**src/handle_id_allocator_top_assert.svh**
```systemverilog
// Assertion macros for the handle id allocator.
// Used by handle_id_allocator_top.sv; expects clk and arst_n in scope.
`ifndef HANDLE_ID_ALLOCATOR_TOP_ASSERT_SVH
`define HANDLE_ID_ALLOCATOR_TOP_ASSERT_SVH
`ifndef SYNTHESIS
// property must hold at every clock edge out of reset
`define HIA_ASSERT(lbl, prop) \
	lbl: assert property (@(posedge clk) disable iff (!arst_n) prop) \
		else $error("handle id allocator: property violated");
// condition must never be seen at a clock edge out of reset
`define HIA_NEVER(lbl, cond) \
	lbl: assert property (@(posedge clk) disable iff (!arst_n) !(cond)) \
		else $error("handle id allocator: forbidden condition");
`else
`define HIA_ASSERT(lbl, prop)
`define HIA_NEVER(lbl, cond)
`endif
`endif

```
**src/hia_ram.sv**
```systemverilog
// Generic simple dual-port RAM: one write port, one read port, registered read.
// No dependencies.
module hia_ram #(
	parameter int WIDTH = 8,
	parameter int DEPTH = 16
) (
	input  logic                     clk,
	input  logic                     we,
	input  logic [$clog2(DEPTH)-1:0] waddr,
	input  logic [WIDTH-1:0]         wdata,
	input  logic [$clog2(DEPTH)-1:0] raddr,
	output logic [WIDTH-1:0]         rdata
);

	logic [WIDTH-1:0] mem [DEPTH];

	// write port
	always_ff @(posedge clk) begin
		if (we) begin
			mem[waddr] <= wdata;
		end
	end

	// registered read port
	always_ff @(posedge clk) begin
		rdata <= mem[raddr];
	end

endmodule

```
**config.mk**
```make
export PLATFORM = sky130hd
export DESIGN_NAME = hia_ram
export DESIGN_NICKNAME = d
export VERILOG_FILES = /design/src/handle_id_allocator_top_assert.svh /design/src/hia_ram.sv
export SDC_FILE = /design/constraint.sdc
export NUM_CORES = 1
export LEC_CHECK = 0
export BUFFER_PORTS_ARGS = -buffer_cell sky130_fd_sc_hd__buf_2
export CAP_MARGIN = 20
export CORE_MARGIN = 2
export CORE_UTILIZATION = 50
export DETAILED_ROUTE_END_ITERATION = 10
export HOLD_SLACK_MARGIN = 0.05
export MAX_ROUTING_LAYER = met4
export PLACE_DENSITY = 0.7
export SLEW_MARGIN = 15
export SYNTH_ARGS = -nofsm -noshare
export SYNTH_HDL_FRONTEND = slang
export SYNTH_SLANG_ARGS = --single-unit
export TNS_END_PERCENT = 100
```
**constraint.sdc**
```tcl
create_clock -name clk -period 1.5 [get_ports clk]
set_clock_uncertainty 0.1 [all_clocks]
set_input_delay 0 -clock clk [delete_from_list [all_inputs] [get_ports clk]]
set_output_delay 0 -clock clk [all_outputs]
set_load 0.01 [all_outputs]
```
==> results.yml, run 1 <==
synthesis:
  synth_cell_types: 19
  syn_area_per_cell_um2: 22.48
  yosys_warnings: 0
  synth_seq_area_share_pct: 77.78
  synthCells: 229
  syn_nets: 247
  ys_seq_elements: 136
  synthesis.area_um2: 5147
clock_network:
  cts.sinks: 136
  cts-htree-levels: 4
  cts_tree: "built"
  post_cts_buffers: 0
  cts_buffers: 17
  clock_latency_ns: 0.52
  clkTransAtPathRegs_ns: 0.06
  clock_tree.root_cell: "clkbuf_8"
  clockBufferDepth: 2
timing:
  slew_viol_final: 0
  finalSetupViolations: 0
  finalCritPeriodShare_pct: 96.66
  setup_tns_ns: 0
  tightest_slew_ns: 0.7021
  hold_viol: 0
  min_period_ns: 1.450
  slew_headroom_pct: 53.02
  clock.fmax_mhz: 689.7
  rsz0062_at_grt: "no"
global_route:
  grt_pass1_wl_mm: 15.17
  grt_pass1_vias: 2575
  grt_max_degree: 33
  antenna_found_initial: 0
  grt.total_usage_pct: 19.99
  grt_overflow_total: 0
layout:
  seq_area_um2: 4004
  multiInputGateArea_um2: 1077
  area_delta_synth_final_pct: 23.80
  drive_gt1_share_pct: 30.70
  post-route-util_pct: 62.85
  num_antenna_cells: 0
  fin_nets: 321
  finalNonFillerCells: 452
  fill_cells: 675
  design_area_um2: 6372
routing:
  via_count: 2488
  antenna_left: 0
  drt-initial-drc-count: 189
  drc_errors: 0
  via_per_inst: 5.504
  routedWlPerCell_um: 21.88
  wirelength_mm: 9.892
  drtPass1Iterations: 5
pwr:
  p_leak_nw: 2.184
  p_int_mw: 7.149
  switching_power_mw: 1.750
  pwr-share-seq_pct: 48.1
  swShare_pct: 19.67
  ir_drop_uv: 763.1
  power_frac_comb_pct: 5.1
  clkPwrFrac_pct: 46.8
  powerDensity_nw_per_um2: 1396
setup_path:
  cp.required_ns: 1.80
  crit_type: "flop to flop"
  crit_path_max_fanout: 1
  worstSetupEndpointType: "flop"
  crit_arrival_ns: 1.75
  start_kind: "flop"
floorplanning:
  rows: 37
  boundaryPins: 26
  start_util_pct: 50.77
  die_height_um: 105.5
  die_w_um: 105.5
  dieArea_um2: 11120
  fp.coreArea_um2: 10140
placement:
  place_congestion: 0.7088
  placedInstanceArea_um2: 5577
  placedCellCount: 402
  numPortBuffers: 25
  dp.final_hpwl_mm: 6.212
job:
  cap_violations: 0
hold_path:
  min_path_type: "primary input to flop"
outcome:
  status: "finished, final reports clean"
-- synth_stat cells --
library cell     count  area share (%)
nand3_1              1           0.097
nor3_1               4            0.39
nand2b_1             2            0.24
buf_4                1            0.15
dfxtp_1              8             3.1
nand2_1              9            0.66
nor2_1              13            0.95
mux4_1              14             7.1
and2_1               1            0.12
nor2b_1              1            0.12
mux4_2              18             7.9
buf_6                3            0.66
or3b_2               1            0.17
a22oi_1             16             2.3
buf_2                3            0.29
edfxtp_1           128              75
clkdlybuf4s25_2      3            0.58
nand3b_1             2            0.29
and2b_1              1            0.15
-- worst max-delay path, stage by stage (launching register included) --
cell and delay, ns:
edfxtp_1 0.36, mux4_1 0.54, a22oi_1 0.24, nand2_1 0.09
-- per-layer routing --
metal	up-vias	global-route usage [%]	wire, µm
li1	1129	-	-
met1	1249	27.20	4121
met2	94	29.82	4865
met3	16	5.813	733
met4	0	5.905	171
met5	-	-	0
-- placed cells by master (no fill, tap or decap), drive strengths merged, types with 4 or more instances in the layout --
| cell | n |
|---|---|
| a22oi | 16 |
| buf | 47 |
| bufinv | 4 |
| clkbuf | 19 |
| clkinv | 5 |
| clkinvlp | 4 |
| dfxtp | 8 |
| dlygate4sd3 | 18 |
| edfxtp | 128 |
| mux4 | 32 |
| nand2 | 9 |
| nor2 | 13 |
| nor3 | 4 |
-- cell type report --
cell class / count / area share, %
Clock buffer: 19 / 6.617
Sequential cell: 136 / 62.83
Clock inverter: 13 / 2.808
Timing Repair Buffer: 65 / 8.168
Tap cell: 136 / 2.670
Multi-Input combinational cell: 83 / 16.91
-- through the flow --
stage | power, mW | setup slack [ns] | hold WS, ns
floorplan | 4.574 | 0.1339 | -0.001131
global placement | 4.757 | -0.07650 | 0.2838
detailed placement | 4.772 | -0.07516 | 0.2960
CTS | 8.954 | 0.03191 | 0.09274
global route | 9.168 | 0.03185 | 0.1200
finish | 8.899 | 0.05005 | 0.1083
-- registers in the layout, summed over array words and instances (netlist names) --
name and flops:
mem 128, rdata 8
-- power by group through the flow --
stage	Combinational, mW	Sequential, mW	Clock [mW]
after floorplan	0.216	4.36	0
after global placement	0.406	4.35	0
after detailed placement	0.417	4.35	0
after CTS	0.455	4.28	4.22
after global routing	0.493	4.28	4.39
final	0.455	4.28	4.17
-- repair_timing --
item / CTS / global route
gates resized for setup: 0 / 3
setup endpoints to repair: 0 / 3
hold buffers: 18 / 0
hold endpoints to repair: 179 / 0
-- worst paths after layout --
check	slack [ns]	cells after the start	startpoint	endpoint
worst max-delay path	0.05	3	mem[5][1]	rdata[1]
worst min-delay path	0.11	5	raddr[0]	rdata[2]
worst max register to register	0.05	3	mem[5][1]	rdata[1]
worst min register to register	0.57	3	mem[14][5]	rdata[5]
-- cells by family after synthesis --
kind of cell | synth area share [%]
AND/OR/NAND/NOR | 3.184
AO/OA/AOI/OAI | 2.334
buffers and inverters | 1.677
multiplexers | 15.02
flip-flops | 77.78
Note: power is estimated with default switching activity, not from simulation.
==> run 2, diff against run 1 <==
Settings changed: PLACE_DENSITY 0.7 to 0.77.
==> run 2 against run 1 <==
Compared with the run above:
- combinational power about the same
- sequential power is essentially flat
- register-to-register slack got worse by 0.02 ns
- fmax decreased by 1.5%
- clock-buffer cell count decreased by 1
- global-route usage rose by 0.59 points
- final area shrank 0.37%
- sequential share of layout area grew 0.24 points
- core utilization fell by 0.23 points
- final cell count is 0.44% higher
- critical path type unchanged
- largest power group unchanged
==> results.yml, run 2 (same netlist as run 1, synthesis figures left out) <==
floorplanning:
  boundaryPins: 26
  dieArea_um2: 11120
  die_w_um: 105.5
  die_height_um: 105.5
  fp.coreArea_um2: 10140
  rows: 37
  start_util_pct: 50.77
global_route:
  grt.total_usage_pct: 20.58
  grt_pass1_vias: 2635
  grt_max_degree: 25
  antenna_found_initial: 0
  grt_pass1_wl_mm: 15.50
  grt_overflow_total: 0
layout:
  mostFrequentLayoutCell: "edfxtp_1"
  regMostFlops: "mem"
  area_delta_synth_final_pct: 23.33
  design_area_um2: 6349
  drive_gt1_share_pct: 32.70
  final_cell_mix: "edfxtp_1 (128), buf_2 (25), buf_4 (22), mux4_2 (19), dlygate4sd3_1 (17)"
  reg_top3: "mem x128, rdata x8"
  largest_reg_flops: 128
  fin_nets: 323
  num_antenna_cells: 0
pwr:
  powerDensity_nw_per_um2: 1367
  pwr-share-seq_pct: 49.3
  p_int_mw: 6.972
  switching_power_mw: 1.704
  clkPwrFrac_pct: 45.4
  ir_drop_uv: 731.0
  swShare_pct: 19.64
  p_leak_nw: 2.185
  power_frac_comb_pct: 5.3
setup_path:
  crit_slowest_cell: "mux4_1"
  crit_arrival_ns: 1.76
  start_kind: "flop"
  crit_chain: "mux4_1 -> a22oi_2 -> nand2_1"
  worstSetupEndpointType: "flop"
  cp.required_ns: 1.79
  max_stage_delay_ns: 0.53
  crit_path_max_fanout: 1
  crit_type: "flop to flop"
placement:
  dp.final_hpwl_mm: 6.278
  place_congestion: 0.6988
  placedInstanceArea_um2: 5587
  numPortBuffers: 25
clock_network:
  clock_tree.root_cell: "clkbuf_8"
  cts_tree: "built"
  cts-htree-levels: 4
  cts_buffers: 17
  clockBufferDepth: 2
  cts.sinks: 136
  clock_latency_ns: 0.51
  clkTransAtPathRegs_ns: 0.06
timing:
  finalCritPeriodShare_pct: 98.14
  hold_slack_ns: 0.08212
  finalSetupViolations: 0
  hold_viol: 0
  slew_viol_final: 0
  tightest_slew_ns: 0.4253
  setup_tns_ns: 0
  slew_headroom_pct: 71.64
  clock.fmax_mhz: 679.3
  min_period_ns: 1.472
routing:
  wirelength_mm: 10.10
  drt-initial-drc-count: 207
  antenna_left: 0
  via_count: 2495
  routedWlPerCell_um: 22.25
  drtPass1Iterations: 4
  via_per_inst: 5.496
  drc_errors: 0
outcome:
  status: "finished, final reports clean"
hold_path:
  min_path_type: "primary input to flop"
job:
  cap_violations: 0
-- run 2: per-layer routing --
layer  share of wire (%)  global-route usage, %  vias to the layer above
met5                   0                      -                        -
met4                 1.2                  7.333                        0
met3                 9.0                  4.576                        6
met2                  53                  33.92                      116
met1                  37                  25.34                     1247
li1                    -                      -                     1126
-- run 2: final timing paths --
| kind | startpoint | to | slack [ns] | cells past startpoint |
|---|---|---|---|---|
| setup reg to reg | mem[1][1] | rdata[1] | 0.03 | 3 |
| hold reg to reg | mem[14][2] | rdata[2] | 0.59 | 3 |
| hold / removal | raddr[0] | rdata[5] | 0.08 | 5 |
| setup / recovery | mem[1][1] | rdata[1] | 0.03 | 3 |
-- run 2: per-stage QoR --
step                worst slack [ns]  total power [mW]  util, %  std cells
finish                       0.02791             8.676    62.62        454
global route               -0.009049             8.943    62.62        454
CTS                         0.006083             8.731    62.56        454
detailed placement          -0.05026             4.770    55.10        405
global placement            -0.02316             4.754    55.10        405
floorplan                     0.1339             4.574        -        229
-- run 2: area by class of cell --
cell class	instances	area (µm²)
clock buffers	18	417.9
clock inverters	14	157.7
fillers	682	3790
multi-input cells	83	1079
flip-flops and latches	136	4004
well taps	136	170.2
repair buffers	67	520.5
-- run 2: repair_timing --
| item | 4_1_cts | 5_1_grt |
|---|---|---|
| endpoints found under the hold margin | 187 | 0 |
| resized for setup | 2 | 3 |
| setup buffers | 0 | 0 |
| endpoints found under the setup margin | 2 | 3 |
| hold buffers | 17 | 0 |
| gates cloned | 0 | 0 |
-- run 2: critical path: cells and delay by family, from the launching register on --
| family | cells | cell delay, ns |
|---|---|---|
| mux | 1 | 0.53 |
| flops | 1 | 0.37 |
| compound gates | 1 | 0.25 |
| simple gates | 1 | 0.10 |
-- run 2: power groups by stage --
stage               combinational (mW)  sequential [mW]  clock (mW)
floorplan                        0.216             4.36           0
CTS                              0.456             4.28        3.99
global placement                 0.402             4.35           0
global route                     0.495             4.29        4.16
detailed placement               0.412             4.36           0
finish                           0.456             4.28        3.94
